[src/hdl/sclp_pkg.sv]
// sclp_pkg: shared types, character codes and helper functions
// for the serial command line parser; used by every module in hdl/ but sclp_ram
// no dependencies

package sclp_pkg;

  // line buffer size and the matching index width
  localparam int LINE_LEN    = 64;
  localparam int PTR_W       = $clog2(LINE_LEN);
  // depth of the request queue between front and back
  localparam int QUEUE_DEPTH = 2;
  localparam int Q_PTR_W     = $clog2(QUEUE_DEPTH);

  // result kinds and error codes
  typedef enum logic [1:0] {
    KIND_LEGACY = 2'd0,
    KIND_RATE   = 2'd1,
    KIND_GAIN   = 2'd2,
    KIND_ERROR  = 2'd3
  } kind_t;

  typedef enum logic [1:0] {
    ERR_USAGE       = 2'd0,
    ERR_OVERFLOW    = 2'd1,
    ERR_UNSUPPORTED = 2'd2,
    ERR_TOO_LONG    = 2'd3
  } err_t;

  // classified requests passed from front to back
  typedef enum logic [2:0] {
    OP_LEGACY = 3'd0,
    OP_OPEN   = 3'd1,
    OP_CHAR   = 3'd2,
    OP_BKSP   = 3'd3,
    OP_END    = 3'd4
  } op_t;

  typedef struct packed {
    op_t        op;
    logic [7:0] data;
  } cmd_t;

  // back end sequencer states
  typedef enum logic [2:0] {
    B_IDLE  = 3'd0,
    B_LEAD  = 3'd1,
    B_KW    = 3'd2,
    B_KWB   = 3'd3,
    B_GAP   = 3'd4,
    B_DIGS  = 3'd5,
    B_TRAIL = 3'd6,
    B_EMIT  = 3'd7
  } back_state_t;

  // character codes
  localparam logic [7:0] CH_COLON = 8'h3A;
  localparam logic [7:0] CH_CR    = 8'h0D;
  localparam logic [7:0] CH_LF    = 8'h0A;
  localparam logic [7:0] CH_SPACE = 8'h20;
  localparam logic [7:0] CH_TAB   = 8'h09;
  localparam logic [7:0] CH_BS    = 8'h08;
  localparam logic [7:0] CH_DEL   = 8'h7F;
  localparam logic [7:0] CH_TILDE = 8'h7E;
  localparam logic [7:0] CH_FIRST = 8'h20;
  localparam logic [7:0] CH_SUB   = 8'h01;
  localparam logic [7:0] CH_ZERO  = 8'h30;
  localparam logic [7:0] CH_NINE  = 8'h39;

  // keywords, first character in the top byte
  localparam logic [31:0] RATE_WORD = 32'h72617465;
  localparam logic [31:0] GAIN_WORD = 32'h6761696E;

  function automatic logic is_blank(input logic [7:0] c);
    return (c == CH_SPACE) || (c == CH_TAB);
  endfunction

  function automatic logic is_digit(input logic [7:0] c);
    return (c >= CH_ZERO) && (c <= CH_NINE);
  endfunction

  // control bytes other than tab and non-printable bytes are stored as a substitute code
  function automatic logic [7:0] map_char(input logic [7:0] c);
    if (((c < CH_FIRST) && (c != CH_TAB)) || (c > CH_TILDE)) begin
      return CH_SUB;
    end
    return c;
  endfunction

  // keyword character at a position, position 0 first
  function automatic logic [7:0] kw_char(input logic [31:0] word, input logic [1:0] idx);
    logic [7:0] c;
    case (idx)
      2'd0:    c = word[31:24];
      2'd1:    c = word[23:16];
      2'd2:    c = word[15:8];
      default: c = word[7:0];
    endcase
    return c;
  endfunction

  // supported data rates
  function automatic logic rate_ok(input logic [31:0] v);
    return v inside {32'd250, 32'd500, 32'd1000, 32'd2000, 32'd4000, 32'd8000, 32'd16000};
  endfunction

  // supported gains
  function automatic logic gain_ok(input logic [31:0] v);
    return v inside {32'd1, 32'd2, 32'd4, 32'd6, 32'd8, 32'd12, 32'd24};
  endfunction

endpackage

[src/hdl/sclp_ram.sv]
// sclp_ram: generic single write port ram with registered read
// no dependencies

module sclp_ram #(
  parameter int WIDTH = 8,
  parameter int DEPTH = 64
) (
  input  logic                     clk,
  input  logic                     wr_en,
  input  logic [$clog2(DEPTH)-1:0] wr_addr,
  input  logic [WIDTH-1:0]         wr_data,
  input  logic [$clog2(DEPTH)-1:0] rd_addr,
  output logic [WIDTH-1:0]         rd_data
);

  logic [WIDTH-1:0] mem_r [DEPTH];
  logic [WIDTH-1:0] rd_data_r;

  // write port
  always_ff @(posedge clk) begin
    if (wr_en) begin
      mem_r[wr_addr] <= wr_data;
    end
  end

  // registered read port
  always_ff @(posedge clk) begin
    rd_data_r <= mem_r[rd_addr];
  end

  assign rd_data = rd_data_r;

endmodule

[src/hdl/sclp_front.sv]
// sclp_front: accepts received bytes, tracks whether a line is open and
// classifies each byte into a request for the back end; uses sclp_pkg

module sclp_front (
  input  logic               clk,
  input  logic               rst_n,
  input  logic               in_valid,
  output logic               in_stall,
  input  logic [7:0]         in_rx_byte,
  input  logic               q_full,
  output logic               push,
  output sclp_pkg::cmd_t     push_cmd
);

  logic active_r;
  logic active_nxt;
  logic accept;
  logic has_cmd;

  assign in_stall = q_full;
  assign accept   = in_valid && !q_full;

  // byte classification
  always_comb begin
    active_nxt    = active_r;
    has_cmd       = 1'b0;
    push_cmd.op   = sclp_pkg::OP_LEGACY;
    push_cmd.data = in_rx_byte;
    if (!active_r) begin
      if (in_rx_byte == sclp_pkg::CH_COLON) begin
        has_cmd     = 1'b1;
        push_cmd.op = sclp_pkg::OP_OPEN;
        active_nxt  = 1'b1;
      end else if (!(in_rx_byte inside {sclp_pkg::CH_CR, sclp_pkg::CH_LF, sclp_pkg::CH_SPACE,
                                         sclp_pkg::CH_TAB, sclp_pkg::CH_BS,
                                         sclp_pkg::CH_DEL})) begin
        has_cmd     = 1'b1;
        push_cmd.op = sclp_pkg::OP_LEGACY;
      end
    end else begin
      has_cmd = 1'b1;
      if ((in_rx_byte == sclp_pkg::CH_CR) || (in_rx_byte == sclp_pkg::CH_LF)) begin
        push_cmd.op = sclp_pkg::OP_END;
        active_nxt  = 1'b0;
      end else if ((in_rx_byte == sclp_pkg::CH_BS) || (in_rx_byte == sclp_pkg::CH_DEL)) begin
        push_cmd.op = sclp_pkg::OP_BKSP;
      end else begin
        push_cmd.op   = sclp_pkg::OP_CHAR;
        push_cmd.data = sclp_pkg::map_char(in_rx_byte);
      end
    end
  end

  assign push = accept && has_cmd;

  // line open flag
  always_ff @(posedge clk) begin
    if (!rst_n) begin
      active_r <= 1'b0;
    end else if (accept) begin
      active_r <= active_nxt;
    end
  end

endmodule

[src/hdl/sclp_queue.sv]
// sclp_queue: short request queue between front and back end
// uses sclp_pkg for the request type and depth

module sclp_queue (
  input  logic           clk,
  input  logic           rst_n,
  input  logic           push,
  input  sclp_pkg::cmd_t push_cmd,
  output logic           full,
  input  logic           pop,
  output logic           head_valid,
  output sclp_pkg::cmd_t head_cmd
);

  localparam int CNT_W = sclp_pkg::Q_PTR_W + 1;

  sclp_pkg::cmd_t                 entries_r [sclp_pkg::QUEUE_DEPTH];
  logic [sclp_pkg::Q_PTR_W-1:0]   wr_ptr_r;
  logic [sclp_pkg::Q_PTR_W-1:0]   wr_ptr_nxt;
  logic [sclp_pkg::Q_PTR_W-1:0]   rd_ptr_r;
  logic [sclp_pkg::Q_PTR_W-1:0]   rd_ptr_nxt;
  logic [CNT_W-1:0]               count_r;
  logic [CNT_W-1:0]               count_nxt;
  logic                           do_pop;

  assign full       = (count_r == CNT_W'(sclp_pkg::QUEUE_DEPTH));
  assign head_valid = (count_r != '0);
  assign head_cmd   = entries_r[rd_ptr_r];
  assign do_pop     = pop && head_valid;

  // pointer and count update
  always_comb begin
    wr_ptr_nxt = wr_ptr_r;
    rd_ptr_nxt = rd_ptr_r;
    count_nxt  = count_r;
    if (push) begin
      wr_ptr_nxt = (wr_ptr_r == sclp_pkg::Q_PTR_W'(sclp_pkg::QUEUE_DEPTH - 1)) ?
                   '0 : wr_ptr_r + 1'b1;
    end
    if (do_pop) begin
      rd_ptr_nxt = (rd_ptr_r == sclp_pkg::Q_PTR_W'(sclp_pkg::QUEUE_DEPTH - 1)) ?
                   '0 : rd_ptr_r + 1'b1;
    end
    if (push && !do_pop) begin
      count_nxt = count_r + 1'b1;
    end else if (!push && do_pop) begin
      count_nxt = count_r - 1'b1;
    end
  end

  always_ff @(posedge clk) begin
    if (!rst_n) begin
      wr_ptr_r <= '0;
      rd_ptr_r <= '0;
      count_r  <= '0;
    end else begin
      wr_ptr_r <= wr_ptr_nxt;
      rd_ptr_r <= rd_ptr_nxt;
      count_r  <= count_nxt;
    end
  end

  // entry storage
  always_ff @(posedge clk) begin
    if (push) begin
      entries_r[wr_ptr_r] <= push_cmd;
    end
  end

endmodule

[src/hdl/sclp_back.sv]
// sclp_back: carries out queued requests, keeps the line buffer and walks
// it at line end to parse the command; uses sclp_pkg and sclp_ram

module sclp_back (
  input  logic           clk,
  input  logic           rst_n,
  input  logic           q_valid,
  input  sclp_pkg::cmd_t q_cmd,
  output logic           q_pop,
  output logic           out_valid,
  input  logic           out_stall,
  output logic [1:0]     out_kind,
  output logic [31:0]    out_value,
  output logic [1:0]     out_error_code
);

  localparam int PW = sclp_pkg::PTR_W;

  sclp_pkg::back_state_t state_r;
  sclp_pkg::back_state_t state_nxt;

  logic [PW-1:0] fill_r;
  logic [PW-1:0] fill_nxt;
  logic          ovf_r;
  logic          ovf_nxt;
  logic [PW-1:0] pos_r;
  logic [PW-1:0] pos_nxt;
  logic [1:0]    kidx_r;
  logic [1:0]    kidx_nxt;
  logic          rate_hit_r;
  logic          rate_hit_nxt;
  logic          gain_hit_r;
  logic          gain_hit_nxt;
  logic          is_rate_r;
  logic          is_rate_nxt;
  logic [31:0]   val_r;
  logic [31:0]   val_nxt;
  logic [1:0]    res_kind_r;
  logic [1:0]    res_kind_nxt;
  logic [31:0]   res_value_r;
  logic [31:0]   res_value_nxt;
  logic [1:0]    res_err_r;
  logic [1:0]    res_err_nxt;
  logic          out_valid_r;
  logic          out_valid_nxt;
  logic [1:0]    out_kind_r;
  logic [1:0]    out_kind_nxt;
  logic [31:0]   out_value_r;
  logic [31:0]   out_value_nxt;
  logic [1:0]    out_err_r;
  logic [1:0]    out_err_nxt;

  logic          ram_we;
  logic [7:0]    ram_rdata;

  logic [7:0]    c;
  logic          at_end;
  logic          blank;
  logic          digit;
  logic          short_line;
  logic          slot_free;
  logic          line_full;
  logic [7:0]    dig_full;
  logic [3:0]    dig;
  logic [35:0]   acc;
  logic          acc_ovf;
  logic          supported;

  // line buffer, read address follows the next scan position
  sclp_ram #(
    .WIDTH (8),
    .DEPTH (sclp_pkg::LINE_LEN)
  ) u_line_ram (
    .clk     (clk),
    .wr_en   (ram_we),
    .wr_addr (fill_r),
    .wr_data (q_cmd.data),
    .rd_addr (pos_nxt),
    .rd_data (ram_rdata)
  );

  // scan helpers
  assign c          = ram_rdata;
  assign at_end     = (pos_r == fill_r);
  assign blank      = sclp_pkg::is_blank(c);
  assign digit      = sclp_pkg::is_digit(c);
  assign short_line = ((fill_r - pos_r) < PW'(5));
  assign slot_free  = !out_valid_r || !out_stall;
  assign line_full  = (fill_r == PW'(sclp_pkg::LINE_LEN - 1));
  assign q_pop      = (state_r == sclp_pkg::B_IDLE) && q_valid;
  assign ram_we     = q_pop && (q_cmd.op == sclp_pkg::OP_CHAR) && !ovf_r && !line_full;

  // decimal accumulate: v * 10 + d, wide enough to see overflow
  assign dig_full = c - sclp_pkg::CH_ZERO;
  assign dig      = dig_full[3:0];
  assign acc      = ({4'b0, val_r} << 3) + ({4'b0, val_r} << 1) + {32'b0, dig};
  assign acc_ovf  = (acc[35:32] != 4'b0);
  assign supported = is_rate_r ? sclp_pkg::rate_ok(val_r) : sclp_pkg::gain_ok(val_r);

  // next state
  always_comb begin
    state_nxt = state_r;
    case (state_r)
      sclp_pkg::B_IDLE: begin
        if (q_valid) begin
          if (q_cmd.op == sclp_pkg::OP_LEGACY) begin
            state_nxt = sclp_pkg::B_EMIT;
          end else if (q_cmd.op == sclp_pkg::OP_END) begin
            state_nxt = ovf_r ? sclp_pkg::B_EMIT : sclp_pkg::B_LEAD;
          end
        end
      end
      sclp_pkg::B_LEAD: begin
        if (at_end) begin
          state_nxt = sclp_pkg::B_IDLE;
        end else if (!blank) begin
          state_nxt = short_line ? sclp_pkg::B_EMIT : sclp_pkg::B_KW;
        end
      end
      sclp_pkg::B_KW: begin
        if (kidx_r == 2'd3) begin
          state_nxt = sclp_pkg::B_KWB;
        end
      end
      sclp_pkg::B_KWB: begin
        state_nxt = (blank && (rate_hit_r || gain_hit_r)) ? sclp_pkg::B_GAP : sclp_pkg::B_EMIT;
      end
      sclp_pkg::B_GAP: begin
        if (at_end) begin
          state_nxt = sclp_pkg::B_EMIT;
        end else if (digit) begin
          state_nxt = acc_ovf ? sclp_pkg::B_EMIT : sclp_pkg::B_DIGS;
        end else if (!blank) begin
          state_nxt = sclp_pkg::B_EMIT;
        end
      end
      sclp_pkg::B_DIGS: begin
        if (at_end) begin
          state_nxt = sclp_pkg::B_EMIT;
        end else if (digit) begin
          state_nxt = acc_ovf ? sclp_pkg::B_EMIT : sclp_pkg::B_DIGS;
        end else if (blank) begin
          state_nxt = sclp_pkg::B_TRAIL;
        end else begin
          state_nxt = sclp_pkg::B_EMIT;
        end
      end
      sclp_pkg::B_TRAIL: begin
        if (at_end || !blank) begin
          state_nxt = sclp_pkg::B_EMIT;
        end
      end
      sclp_pkg::B_EMIT: begin
        if (slot_free) begin
          state_nxt = sclp_pkg::B_IDLE;
        end
      end
      default: state_nxt = sclp_pkg::B_IDLE;
    endcase
  end

  // datapath and result outputs
  always_comb begin
    fill_nxt      = fill_r;
    ovf_nxt       = ovf_r;
    pos_nxt       = pos_r;
    kidx_nxt      = kidx_r;
    rate_hit_nxt  = rate_hit_r;
    gain_hit_nxt  = gain_hit_r;
    is_rate_nxt   = is_rate_r;
    val_nxt       = val_r;
    res_kind_nxt  = res_kind_r;
    res_value_nxt = res_value_r;
    res_err_nxt   = res_err_r;
    out_valid_nxt = out_valid_r && out_stall;
    out_kind_nxt  = out_kind_r;
    out_value_nxt = out_value_r;
    out_err_nxt   = out_err_r;
    case (state_r)
      sclp_pkg::B_IDLE: begin
        if (q_valid) begin
          case (q_cmd.op)
            sclp_pkg::OP_LEGACY: begin
              res_kind_nxt  = sclp_pkg::KIND_LEGACY;
              res_value_nxt = {24'b0, q_cmd.data};
              res_err_nxt   = sclp_pkg::ERR_USAGE;
            end
            sclp_pkg::OP_OPEN: begin
              fill_nxt = '0;
              ovf_nxt  = 1'b0;
            end
            sclp_pkg::OP_CHAR: begin
              if (!ovf_r) begin
                if (line_full) begin
                  ovf_nxt = 1'b1;
                end else begin
                  fill_nxt = fill_r + 1'b1;
                end
              end
            end
            sclp_pkg::OP_BKSP: begin
              if (!ovf_r && (fill_r != '0)) begin
                fill_nxt = fill_r - 1'b1;
              end
            end
            sclp_pkg::OP_END: begin
              pos_nxt       = '0;
              res_kind_nxt  = sclp_pkg::KIND_ERROR;
              res_value_nxt = '0;
              res_err_nxt   = sclp_pkg::ERR_TOO_LONG;
            end
            default: ;
          endcase
        end
      end
      // skip leading blanks, then take the first keyword character
      sclp_pkg::B_LEAD: begin
        res_err_nxt = sclp_pkg::ERR_USAGE;
        if (!at_end) begin
          pos_nxt      = pos_r + 1'b1;
          rate_hit_nxt = (c == sclp_pkg::kw_char(sclp_pkg::RATE_WORD, 2'd0));
          gain_hit_nxt = (c == sclp_pkg::kw_char(sclp_pkg::GAIN_WORD, 2'd0));
          kidx_nxt     = 2'd1;
        end
      end
      // remaining keyword characters
      sclp_pkg::B_KW: begin
        pos_nxt      = pos_r + 1'b1;
        kidx_nxt     = kidx_r + 1'b1;
        rate_hit_nxt = rate_hit_r && (c == sclp_pkg::kw_char(sclp_pkg::RATE_WORD, kidx_r));
        gain_hit_nxt = gain_hit_r && (c == sclp_pkg::kw_char(sclp_pkg::GAIN_WORD, kidx_r));
      end
      // blank after the keyword
      sclp_pkg::B_KWB: begin
        pos_nxt     = pos_r + 1'b1;
        is_rate_nxt = rate_hit_r;
        val_nxt     = '0;
      end
      // blanks before the number, then its digits, and the result at line end
      sclp_pkg::B_GAP, sclp_pkg::B_DIGS: begin
        if (at_end) begin
          if (state_r == sclp_pkg::B_DIGS) begin
            res_kind_nxt  = supported ? (is_rate_r ? sclp_pkg::KIND_RATE : sclp_pkg::KIND_GAIN)
                                      : sclp_pkg::KIND_ERROR;
            res_value_nxt = supported ? val_r : '0;
            res_err_nxt   = supported ? sclp_pkg::ERR_USAGE : sclp_pkg::ERR_UNSUPPORTED;
          end
        end else begin
          pos_nxt = pos_r + 1'b1;
          if (digit) begin
            val_nxt = acc[31:0];
            if (acc_ovf) begin
              res_err_nxt = sclp_pkg::ERR_OVERFLOW;
            end
          end
        end
      end
      // trailing blanks
      sclp_pkg::B_TRAIL: begin
        if (at_end) begin
          res_kind_nxt  = supported ? (is_rate_r ? sclp_pkg::KIND_RATE : sclp_pkg::KIND_GAIN)
                                    : sclp_pkg::KIND_ERROR;
          res_value_nxt = supported ? val_r : '0;
          res_err_nxt   = supported ? sclp_pkg::ERR_USAGE : sclp_pkg::ERR_UNSUPPORTED;
        end else begin
          pos_nxt = pos_r + 1'b1;
        end
      end
      // hand the pending result to the output register
      sclp_pkg::B_EMIT: begin
        if (slot_free) begin
          out_valid_nxt = 1'b1;
          out_kind_nxt  = res_kind_r;
          out_value_nxt = res_value_r;
          out_err_nxt   = res_err_r;
        end
      end
      default: ;
    endcase
  end

  // control registers
  always_ff @(posedge clk) begin
    if (!rst_n) begin
      state_r     <= sclp_pkg::B_IDLE;
      fill_r      <= '0;
      ovf_r       <= 1'b0;
      pos_r       <= '0;
      out_valid_r <= 1'b0;
    end else begin
      state_r     <= state_nxt;
      fill_r      <= fill_nxt;
      ovf_r       <= ovf_nxt;
      pos_r       <= pos_nxt;
      out_valid_r <= out_valid_nxt;
    end
  end

  // payload registers
  always_ff @(posedge clk) begin
    kidx_r      <= kidx_nxt;
    rate_hit_r  <= rate_hit_nxt;
    gain_hit_r  <= gain_hit_nxt;
    is_rate_r   <= is_rate_nxt;
    val_r       <= val_nxt;
    res_kind_r  <= res_kind_nxt;
    res_value_r <= res_value_nxt;
    res_err_r   <= res_err_nxt;
    out_kind_r  <= out_kind_nxt;
    out_value_r <= out_value_nxt;
    out_err_r   <= out_err_nxt;
  end

  assign out_valid      = out_valid_r;
  assign out_kind       = out_kind_r;
  assign out_value      = out_value_r;
  assign out_error_code = out_err_r;

endmodule

[src/hdl/serial_command_line_parser_top.sv]
// serial_command_line_parser_top: top level of the serial command line parser
// depends on sclp_pkg, sclp_front, sclp_queue, sclp_back (and sclp_ram)
//
// Usage:
//   in_valid / in_stall / in_rx_byte carry one received byte per request.
//   out_valid / out_stall carry zero or one result per byte: out_kind,
//   out_value and out_error_code (error code is 0 unless kind is error).
//   The front classifies each byte in the cycle it is taken and pushes a
//   request into a two-entry queue; the back carries requests out one at a
//   time. Buffered characters, line opens and backspaces are handled in the
//   idle state, a legacy byte also passes the emit state. A line end walks
//   the stored line one byte per cycle from the line ram's registered read
//   port before the result reaches the output register. A legacy result
//   passes the queue and the back end's result and output registers on its
//   way to out_valid. in_stall rises only while the queue is full; while
//   out_stall holds a result, the back waits on its next result and the
//   queue fills behind it. Reset (rst_n low, synchronous) closes any open
//   line, empties the queue and the output register; the line ram needs no
//   clearing since only entries written in the current line are read.

module serial_command_line_parser_top (
  input  logic        clk,
  input  logic        rst_n,
  input  logic        in_valid,
  output logic        in_stall,
  input  logic [7:0]  in_rx_byte,
  output logic        out_valid,
  input  logic        out_stall,
  output logic [1:0]  out_kind,
  output logic [31:0] out_value,
  output logic [1:0]  out_error_code
);

  logic           q_full;
  logic           push;
  sclp_pkg::cmd_t push_cmd;
  logic           q_pop;
  logic           q_valid;
  sclp_pkg::cmd_t q_cmd;

  // byte classification
  sclp_front u_front (
    .clk        (clk),
    .rst_n      (rst_n),
    .in_valid   (in_valid),
    .in_stall   (in_stall),
    .in_rx_byte (in_rx_byte),
    .q_full     (q_full),
    .push       (push),
    .push_cmd   (push_cmd)
  );

  // request queue
  sclp_queue u_queue (
    .clk        (clk),
    .rst_n      (rst_n),
    .push       (push),
    .push_cmd   (push_cmd),
    .full       (q_full),
    .pop        (q_pop),
    .head_valid (q_valid),
    .head_cmd   (q_cmd)
  );

  // line buffer, parser and output register
  sclp_back u_back (
    .clk            (clk),
    .rst_n          (rst_n),
    .q_valid        (q_valid),
    .q_cmd          (q_cmd),
    .q_pop          (q_pop),
    .out_valid      (out_valid),
    .out_stall      (out_stall),
    .out_kind       (out_kind),
    .out_value      (out_value),
    .out_error_code (out_error_code)
  );

endmodule

[config.mk]
export PLATFORM = sky130hd
export DESIGN_NAME = serial_command_line_parser_top
export DESIGN_NICKNAME = d
export VERILOG_FILES = /design/src/hdl/sclp_pkg.sv /design/src/hdl/sclp_ram.sv /design/src/hdl/sclp_front.sv /design/src/hdl/sclp_queue.sv /design/src/hdl/sclp_back.sv /design/src/hdl/serial_command_line_parser_top.sv
export SDC_FILE = /design/constraint.sdc
export NUM_CORES = 1
export LEC_CHECK = 0
export BUFFER_PORTS_ARGS = -buffer_cell sky130_fd_sc_hd__buf_2
export CORE_MARGIN = 3
export CORE_UTILIZATION = 55
export DETAILED_ROUTE_END_ITERATION = 12
export PLACE_DENSITY = 0.68
export SETUP_SLACK_MARGIN = 0.3
export SKIP_LAST_GASP = 1
export SYNTH_ARGS = -nofsm -noshare
export SYNTH_HDL_FRONTEND = slang
export SYNTH_SLANG_ARGS = --single-unit
[constraint.sdc]
create_clock -name clk -period 10.4 [get_ports clk]
set_input_delay 2.08 -clock clk [delete_from_list [all_inputs] [get_ports clk]]
set_output_delay 2.08 -clock clk [all_outputs]
set_load 0.02 [all_outputs]
; After elaboration in Yosys (flattened, before gate mapping)
; Memories as Yosys holds them, arrays and structs flattened. A register that Yosys moved wholly into a read port is not among the register bits.
; Cells that the tools add are included.
; W data, S select, Z words.
[totals]
reg_bits = 131
ram_bits = 534
in_bits = 12
output_inout_bits = 38
word_cells = 258
mem_count = 2
[memory_table]
columns = name, depth, word_bits, read_ports, rd_clocked_by_memory_dff, write_ports, line_no
row1 = u_back.u_line_ram.mem_r, 64, 8, 1, 1, 1, sclp_ram.sv:16  ; logic [WIDTH-1:0] mem_r [DEPTH];
row2 = u_queue.entries_r, 2, 11, 1, 1, 1, sclp_queue.sv:17  ; sclp_pkg::cmd_t entries_r [sclp_pkg::QUEUE_DEPTH];
[classes]
add_sub_neg = 12
magnitude_cmp = 5
n_eq_ne = 64
n_mux = 97
reduce_logical = 58
[ops]
columns = op, n
row1 = $mux W32, 7
row2 = $pmux W32 S2, 2
row3 = $pmux W32 S3, 1
row4 = $eq A32 B3 Y1 const B, 2
row5 = $eq A32 B4 Y1 const B, 2
row6 = $mux W8, 7
row7 = $mux W3, 17
row8 = $eq A8 B4 Y1 const B, 5
row9 = $add A35 B33 Y36, 1
row10 = $add A36 B4 Y36, 1
row11 = $mux W6, 6
row12 = $pmux W6 S3, 2
row13 = $mux W2, 17
row14 = $eq A32 B1 Y1 const B, 1
row15 = $eq A32 B10 Y1 const B, 1
row16 = $eq A32 B11 Y1 const B, 1
row17 = $eq A32 B12 Y1 const B, 1
row18 = $eq A32 B13 Y1 const B, 1
row19 = $eq A32 B14 Y1 const B, 1
row20 = $eq A32 B2 Y1 const B, 1
row21 = $eq A32 B5 Y1 const B, 1
row22 = $eq A32 B8 Y1 const B, 1
row23 = $eq A32 B9 Y1 const B, 1
row24 = $mux W1, 28
row25 = 52 further kinds, 128

; Longest topological paths before layout
; Gate-level depths: netlist of run 1.
[logic_depth]
depth_word = 11
ltp_mapped = 14
mapped_depth_nobuf = 13

; Cells and area by module
; Synthesis of run 1 repeated with hierarchy kept, for this count alone.
[hier_totals]
hier_cells = 1842
area_unflattened_um2 = 29528.3
[modules_own_cells]
columns = mod, n_inst, cells_per_inst, area_each_um2, seq_area_each_um2
row1 = sclp_ram, 1, 972, 20190.6, 15534.9
row2 = sclp_back, 1, 768, 7980.2, 3613.5
row3 = sclp_queue, 1, 56, 1009.7, 760.7
row4 = sclp_front, 1, 46, 347.8, 20.0

; Worst setup path before layout of run 1
; OpenSTA, ideal clock, no wires.
[synth_path]
kind = register to register
from = register u_back.fill_r[0]
to = register u_back.res_kind_r[0] (enable)
setup_time_ps = 477
arrival_ps = 3946
required_ps = 9923
slack_ps = 5977
stages_incl_launch_ff = 7
path_buffers = 0
period_less_slack_ps = 4423
path_cell_list = dfxtp_1 inv_1 ha_1 and4_1 and3_4 o211ai_1 a21boi_0
[synth_via]
elab_chain_cells = 3
elab_cells_between_ends = 4
classes_between = eq/ne: 3 / reduce/logical: 1
[synth_lines]
columns = element, line_no
row1 = from (decl), sclp_back.sv:22  ; logic [PW-1:0] fill_r;
row2 = from (signal assigned), sclp_back.sv:292  ; fill_r <= fill_nxt;
row3 = $eq A6 B6 Y1 (*), sclp_back.sv:84  ; assign at_end = (pos_r == fill_r);
row4 = $ne A2 B1 Y1 (no source line), n/a
row5 = $reduce_and A6 Y1 (no source line) (*), n/a
row6 = to (signal assigned), sclp_back.sv:306  ; res_kind_r <= res_kind_nxt;
row7 = to (decl), sclp_back.sv:38  ; logic [1:0] res_kind_r;
; Every way passes the cells marked *; elsewhere a longest branch is shown, timed or not.
; A chain may end at the register's enable or synchronous reset.

; Worst setup path after layout of run 1
[layout_path]
from = register u_back.fill_r[0]
to = register u_back.u_line_ram.rd_data_r[4] (netlist: u_back.u_line_ram.rd_data[4]) (read register of u_back.u_line_ram.mem_r)
[layout_via]
elab_chain_cells = 3
[layout_lines]
columns = element, line_no
row1 = $eq A6 B6 Y1, sclp_back.sv:84
row2 = $mux W6, "sclp_back.sv:219, sclp_back.sv:241, sclp_back.sv:260"
row3 = $pmux W6 S3, sclp_back.sv:179  ; case (state_r)
row4 = to (decl), sclp_ram.sv:17  ; logic [WIDTH-1:0] rd_data_r;
; Every way passes these cells.

==> run_results.csv, run 1 <==
group,metric,value,unit
placement,gp_congestion,0.865,
critical_path,critPathArrivalTime,6.09,ns
synth,synthTopCellsByArea,"edfxtp_1, mux2i_1, ha_1",
critical_path,critPathKind,"flip-flop to flip-flop",
synth,synth_seq_area_share,67.3,%
synth,netlist_area,0.0296,mm²
timing,period_share,54.4,%
die,start_util,56.0,%
cts,cts_buffers,70,
drt,finalWirelength,69600,µm
timing,max_clock_freq,177,MHz
power,power,0.00886,W
run_status,status,"completed",
global_route,grt_antenna_before_repair,0,
timing,final-setup-viol-count,0,
cts,clk_path_buf_depth,3,
drt,initialDrtViolationCount,1943,
critical_path,r2r-start,"u_back.fill_r[0]",
timing,min_period,5.66,ns
synth,yosysTopAreaCell,"edfxtp_1",
drt,drt-wirelength-per-cell,23.4,µm
critical_path,reg2reg_to,"u_back.u_line_ram.rd_data[4]",
critical_path,r2r_slack,4.74,ns
critical_path,startpoint,"u_back.fill_r[0]",
timing,worst_pin_slew,1.27,ns
cts,cts_root_buffer,"clkbuf_16",
layout,antenna-diode-count,0,
synth,synth-seq-cells,674,
die,io_pins,50,
hold_path,hold_class,"flip-flop to flip-flop",
critical_path,reg2reg_depth,12,
timing,finalClockSkew,0.0184,ns
drt,vias,18400,
die,num_rows,84,
layout,nets,2321,
critical_path,critPathLaunchType,"flip-flop",
timing,setup_tns,0,ns
cts,hold_buffers,0,
layout,finalNonFillerCells,2969,
drt,via_per_inst,6.21,
timing,finalMaxSlewViolations,0,
cts,insertion_delay,0.60,ns
cts,cts_setup_buffers,0,
critical_path,critPathCapture,"u_back.u_line_ram.rd_data[4]",
synth,yosysMostFrequentCell,"edfxtp_1",
synth,synth_ff_type,"edfxtp_1",
synth,synth_edf_count,643,
synth,yosysWarnings,0,
power,peakVddDrop,348,µV
cts,cts_tree,"yes",
synth,synthCells,2174,
timing,slew_headroom,14.9,%
timing,rsz0062_at_grt,"no",
die,die_w,238,µm
cts,cts_resized,0,
critical_path,critPathCaptureType,"flip-flop",
placement,io_buffers,49,
cts,h-tree-depth,3,
placement,numPlacedInstances,2845,
power,p_leak,11.6,nW
timing,hold_violations,0,
drt,drc,0,
critical_path,critPathMaxFanout,126,
global_route,grt_first_pass_wirelength,107000,µm
global_route,grt_max_degree,127,
synth,synth_top_area_share,65.2,%
run,drv_cap,0,
die,core-area,0.0529,mm²
global_route,gr-total-overflow,0,
drt,drt-pass1-iter-count,5,
die,die-area,0.0566,mm²
synth,synthTopCellsByCount,"edfxtp_1, nand2_1, nor2_1",
placement,post-place-ws,5.00,ns
synth,synth.avg_cell_area,13.6,µm²
drt,postRouteAntennaNets,0,
layout,layout-drive-gt1-share,8.72,%
placement,dp_hpwl,42200,µm
power,p_per_area,273,mW/mm²
timing,worst_slack,4.74,ns
layout,area_delta_synth_final,9.82,%
critical_path,crit_required,10.83,ns
synth,synthArstFlopShare,0,%
global_route,grt_pass1_vias,17900,
die,dieHeight,238,µm
cts,clock_sinks,674,
synth,yosysUniqueCellTypes,82,
cts,path_clk_slew,0.06,ns
global_route,grt_util_all_layers,24.5,%
-- worst max-delay path, cell delays in order (launching register included) --
cell       delay, ns
dfxtp_1         0.48
inv_1           0.14
ha_1            0.32
and4_1          0.23
a41oi_2         0.32
o2111ai_4       0.55
nand2_8         0.94
buf_4           0.80
mux2i_1         0.28
a22oi_1         0.11
a32o_1          0.26
nor4_1          0.71
nor4_1          0.08
-- sequential cells by signal, indices dropped and copies added (netlist names), 2 cells and up, named ones only --
name	cells
u_back.state_r	3
u_back.val_r	32
u_back.out_kind	2
u_back.pos_r	6
u_back.u_line_ram.mem_r	512
u_back.u_line_ram.rd_data	8
u_back.res_kind_r	2
u_queue.count_r	2
u_back.res_value_r	32
u_back.kidx_r	2
u_queue.entries_r	22
u_back.out_value	32
u_back.fill_r	6
u_back.res_err_r	2
u_back.out_error_code	2
-- per-stage QoR --
step	util (%)	instance area (µm²)	hold slack, ns
2_1_floorplan	-	29700	0.400
3_3_place_gp	57.5	30400	0.401
3_5_place_dp	57.5	30400	0.405
4_1_cts	61.5	32500	0.415
5_1_grt	61.5	32500	0.421
6_report	61.5	32500	0.416
-- layout make-up --
cell class,count,area (µm²)
Timing Repair Buffer,68,388
Clock buffer,88,1850
Multi-Input combinational cell,1381,9080
Fill cell,3935,20400
Clock inverter,36,274
Sequential cell,674,19900
Inverter,34,128
Tap cell,688,861
-- cells by family after synthesis --
logic type	after synthesis	share of synthesized area, %
adders and majority gates	80	3.46
DFF	674	67.3
muxes	137	4.72
AOI/OAI and AO/OA	454	10.5
xor gates and xnor gates	36	1.09
other	1	0.0127
and+or+nand+nor	648	10.4
buffers and inverters	144	2.51
-- cell usage in the layout, fill, tap and decap left out, types with 14 or more instances in the layout --
master,count
nand2b_1,19
xor2_1,14
a22oi_1,41
a32o_1,23
and3_1,38
nand3_1,49
nand2_1,226
a211oi_1,70
a22o_1,17
a21oi_1,134
ha_1,77
dfxtp_1,31
nor3_1,38
and2_1,27
nor2b_1,20
o21ai_0,58
edfxtp_1,643
buf_4,19
mux2i_1,126
clkbuf_1,16
conb_1,26
xnor2_1,21
clkbuf_16,71
o221ai_1,19
inv_1,32
buf_2,49
nor4_1,35
clkinv_2,16
nor2_1,143
-- how the worst min path moves through the flow --
stage	start	end	slack [ns]	depth (start not counted)
finish	u_back.res_value_r[15]	u_back.out_value[15]	0.42	0
global route	u_back.res_value_r[14]	u_back.out_value[14]	0.42	0
CTS	u_back.res_value_r[15]	u_back.out_value[15]	0.42	0
detailed placement	u_back.res_value_r[14]	u_back.out_value[14]	0.40	0
global placement	u_back.res_value_r[31]	u_back.out_value[31]	0.40	0
floorplan	u_back.res_err_r[0]	u_back.out_error_code[0]	0.40	0
-- per-layer routing --
metal,routed length [µm],global-route usage [%]
met1,29300,34.0
met2,32400,39.1
met3,5320,4.80
met4,2580,8.89
met5,0,0
-- power breakdown --
group	internal, W	switching [W]
Clock	0.00134	0.00101
Sequential	0.00341	0.000132
Combinational	0.00103	0.00194
Power figures use the tool's default switching activity.
==> inputs of run 2 (changes only) <==
--- a/config.mk
+++ b/config.mk
@@ -5,6 +5,7 @@
 export SDC_FILE = /design/constraint.sdc
 export NUM_CORES = 1
 export LEC_CHECK = 0
+export ABC_AREA = 1
 export BUFFER_PORTS_ARGS = -buffer_cell sky130_fd_sc_hd__buf_2
 export CORE_MARGIN = 3
 export CORE_UTILIZATION = 55
==> constraint.sdc (replaced) <==
create_clock -name clk -period 5.8 [get_ports clk]
set_input_delay 1.16 -clock clk [delete_from_list [all_inputs] [get_ports clk]]
set_output_delay 1.16 -clock clk [all_outputs]
set_load 0.02 [all_outputs]
==> run 2 against run 1 <==
- clock power is 88% higher
- maximum frequency rose by 34%
- combinational power increased by 140%
- highest routed layer unchanged
- non-clock buffer count rose by 5
- core utilization about the same
- largest power group is now combinational logic
- synthesized cell count up 42%
- clock skew up 0.0054 ns
- critical path type unchanged
- largest cell class unchanged
==> run_results.csv, run 2 <==
group,metric,value,unit
global_route,grt_max_degree,208,
layout,layout-drive-gt1-share,6.74,%
layout,area_delta_synth_final,9.65,%
run,drv_cap,0,
synth,yosysTopAreaCell,"edfxtp_1",
placement,dpl_cell_area,0.0328,mm²
synth,synth_seq_area_share,62.4,%
synth,netlist_area,0.0319,mm²
cts,cts_resized,0,
timing,period_share,72.8,%
timing,hold_violations,0,
layout,fin_area,0.0350,mm²
synth,synthArstFlopShare,0,%
die,start_util,56.1,%
die,core-area,0.0569,mm²
critical_path,critPathKind,"flip-flop to flip-flop",
synth,synthTopCellsByArea,"edfxtp_1, nand3_1, nand2_1",
global_route,grt_antenna_before_repair,0,
critical_path,critPathMaxFanout,99,
cts,clk_path_buf_depth,3,
synth,synthTopCellsByCount,"edfxtp_1, nand3_1, nand2_1",
critical_path,reg2reg_to,"u_back.u_line_ram.rd_data[1]",
global_route,grt_first_pass_wirelength,126000,µm
critical_path,critPathArrivalTime,4.73,ns
cts,hold_buffers,0,
layout,largest_reg_flops,512,
synth,synthCells,3081,
drt,via_per_inst,5.75,
cts,h-tree-depth,3,
cts,clock_sinks,674,
drt,drt-pass1-iter-count,6,
synth,synth.avg_cell_area,10.4,µm²
critical_path,critPathCaptureType,"flip-flop",
timing,rsz0062_at_grt,"no",
cts,insertion_delay,0.62,ns
drt,drc,0,
drt,postRouteAntennaNets,0,
timing,min_period,4.22,ns
hold_path,holdPathEnd,"u_back.out_value[5]",
critical_path,critPathLaunchType,"flip-flop",
timing,final-setup-viol-count,0,
synth,synth_ff_type,"edfxtp_1",
power,peakVddDrop,376,µV
hold_path,hold_depth,0,
timing,finalMaxSlewViolations,0,
synth,yosysUniqueCellTypes,49,
die,die_w,247,µm
die,num_rows,87,
placement,dp_hpwl,49100,µm
hold_path,hold_class,"flip-flop to flip-flop",
cts,cts_setup_buffers,0,
layout,regMostFlops,"u_back.u_line_ram.mem_r",
die,io_pins,50,
run_status,status,"completed",
timing,max_clock_freq,237,MHz
timing,finalClockSkew,0.0238,ns
cts,cts_root_buffer,"clkbuf_16",
synth,yosysMostFrequentCell,"edfxtp_1",
critical_path,reg2reg_depth,16,
power,p_per_area,522,mW/mm²
die,dieHeight,247,µm
drt,drt-wirelength-per-cell,20.7,µm
placement,gp_congestion,0.891,
drt,finalWirelength,81000,µm
die,die-area,0.0610,mm²
layout,antenna-diode-count,0,
hold_path,worstHoldStart,"u_back.res_value_r[5]",
cts,path_clk_slew,0.06,ns
global_route,grt_pass1_vias,21700,
cts,cts_buffers,70,
timing,slew_headroom,2.87,%
drt,vias,22500,
cts,cts_tree,"yes",
critical_path,crit_required,6.30,ns
layout,mostFrequentLayoutCell,"edfxtp_1",
synth,synth-seq-cells,674,
placement,post-place-ws,1.62,ns
placement,io_buffers,49,
timing,worst_slack,1.58,ns
synth,synth_edf_count,643,
layout,finalNonFillerCells,3918,
layout,layout_common_cells,"edfxtp_1, nand3_1, nand2_1",
critical_path,r2r_slack,1.58,ns
timing,setup_tns,0,ns
placement,numPlacedInstances,3793,
synth,yosysWarnings,0,
drt,initialDrtViolationCount,2496,
global_route,gr-total-overflow,0,
power,p_leak,14.0,nW
global_route,grt_util_all_layers,26.8,%
timing,worst_pin_slew,1.46,ns
layout,nets,3201,
synth,synth_top_area_share,60.5,%
critical_path,r2r-start,"u_back.fill_r[0]",
## run 2: power breakdown
group,total (W),internal (W),switching [W],leakage [nW]
Clock,0.00442,0.00255,0.00186,1.09
Combinational,0.00728,0.00196,0.00532,6.79
Sequential,0.00656,0.00630,0.000259,6.09
Total,0.0183,0.0108,0.00744,14.0
## run 2: final cells by class
class | count | area (µm²)
well taps | 756 | 946
multi-input cells | 1873 | 9840
inverters | 417 | 1570
repair buffers | 73 | 475
clock buffers | 82 | 1850
clock inverters | 43 | 384
flip-flops and latches | 674 | 19900
fillers | 4623 | 21900
## run 2: logic make-up (layout without fill, tap and decap cells)
logic type	after synthesis	in the layout	share of synthesized area, %
AOI/OAI and AO/OA	217	217	3.82
other	1	26	0.0118
DFF	674	674	62.4
adders and majority gates	80	80	3.21
xor gates and xnor gates	10	10	0.274
buffers and inverters	559	615	7.31
and+or+nand+nor	1540	1540	22.9
## run 2: worst max-delay path by stage
| stage | slack, ns | to | depth (start not counted) | start |
|---|---|---|---|---|
| after CTS | 1.61 | u_back.u_line_ram.rd_data[1] | 16 | u_back.fill_r[0] |
| after global routing | 1.24 | u_back.u_line_ram.rd_data[1] | 16 | u_back.fill_r[0] |
| final | 1.58 | u_back.u_line_ram.rd_data[1] | 16 | u_back.fill_r[0] |
| after detailed placement | 1.62 | u_back.u_line_ram.rd_data[1] | 16 | u_back.fill_r[0] |
| after global placement | 1.70 | u_back.u_line_ram.rd_data[1] | 16 | u_back.fill_r[0] |
| after floorplan | 1.66 | u_back.res_kind_r[0] | 11 | u_back.fill_r[0] |
## run 2: critical path: stages, from the launching register on
cell and delay, ns:
dfxtp_1 0.49, inv_1 0.16, ha_1 0.30, nand2_1 0.06, nor2_1 0.17, nand2_2 0.14, a21oi_2 0.32, nand2_8 0.44
nand2_8 0.56, buf_4 0.51, nand2_1 0.09, nand3_1 0.15, nand3_1 0.09, nand3_1 0.17, nand3_1 0.15, nand3_1 0.15
nand2_1 0.07
## run 2: metal layers
metal | vias up | GRT usage [%] | routed length [µm]
met5 | - | 0 | 0
met4 | 0 | 8.49 | 2530
met3 | 150 | 3.97 | 6180
met2 | 941 | 44.8 | 38900
met1 | 10800 | 36.3 | 33300
li1 | 10700 | - | -
## run 2: stage by stage
step | total power [W] | util [%] | hold slack [ns]
detailed placement | 0.0139 | 57.5 | 0.405
finish | 0.0183 | 61.5 | 0.416
global placement | 0.0137 | 57.5 | 0.401
floorplan | 0.0118 | - | 0.400
CTS | 0.0183 | 61.5 | 0.418
global route | 0.0194 | 61.5 | 0.427
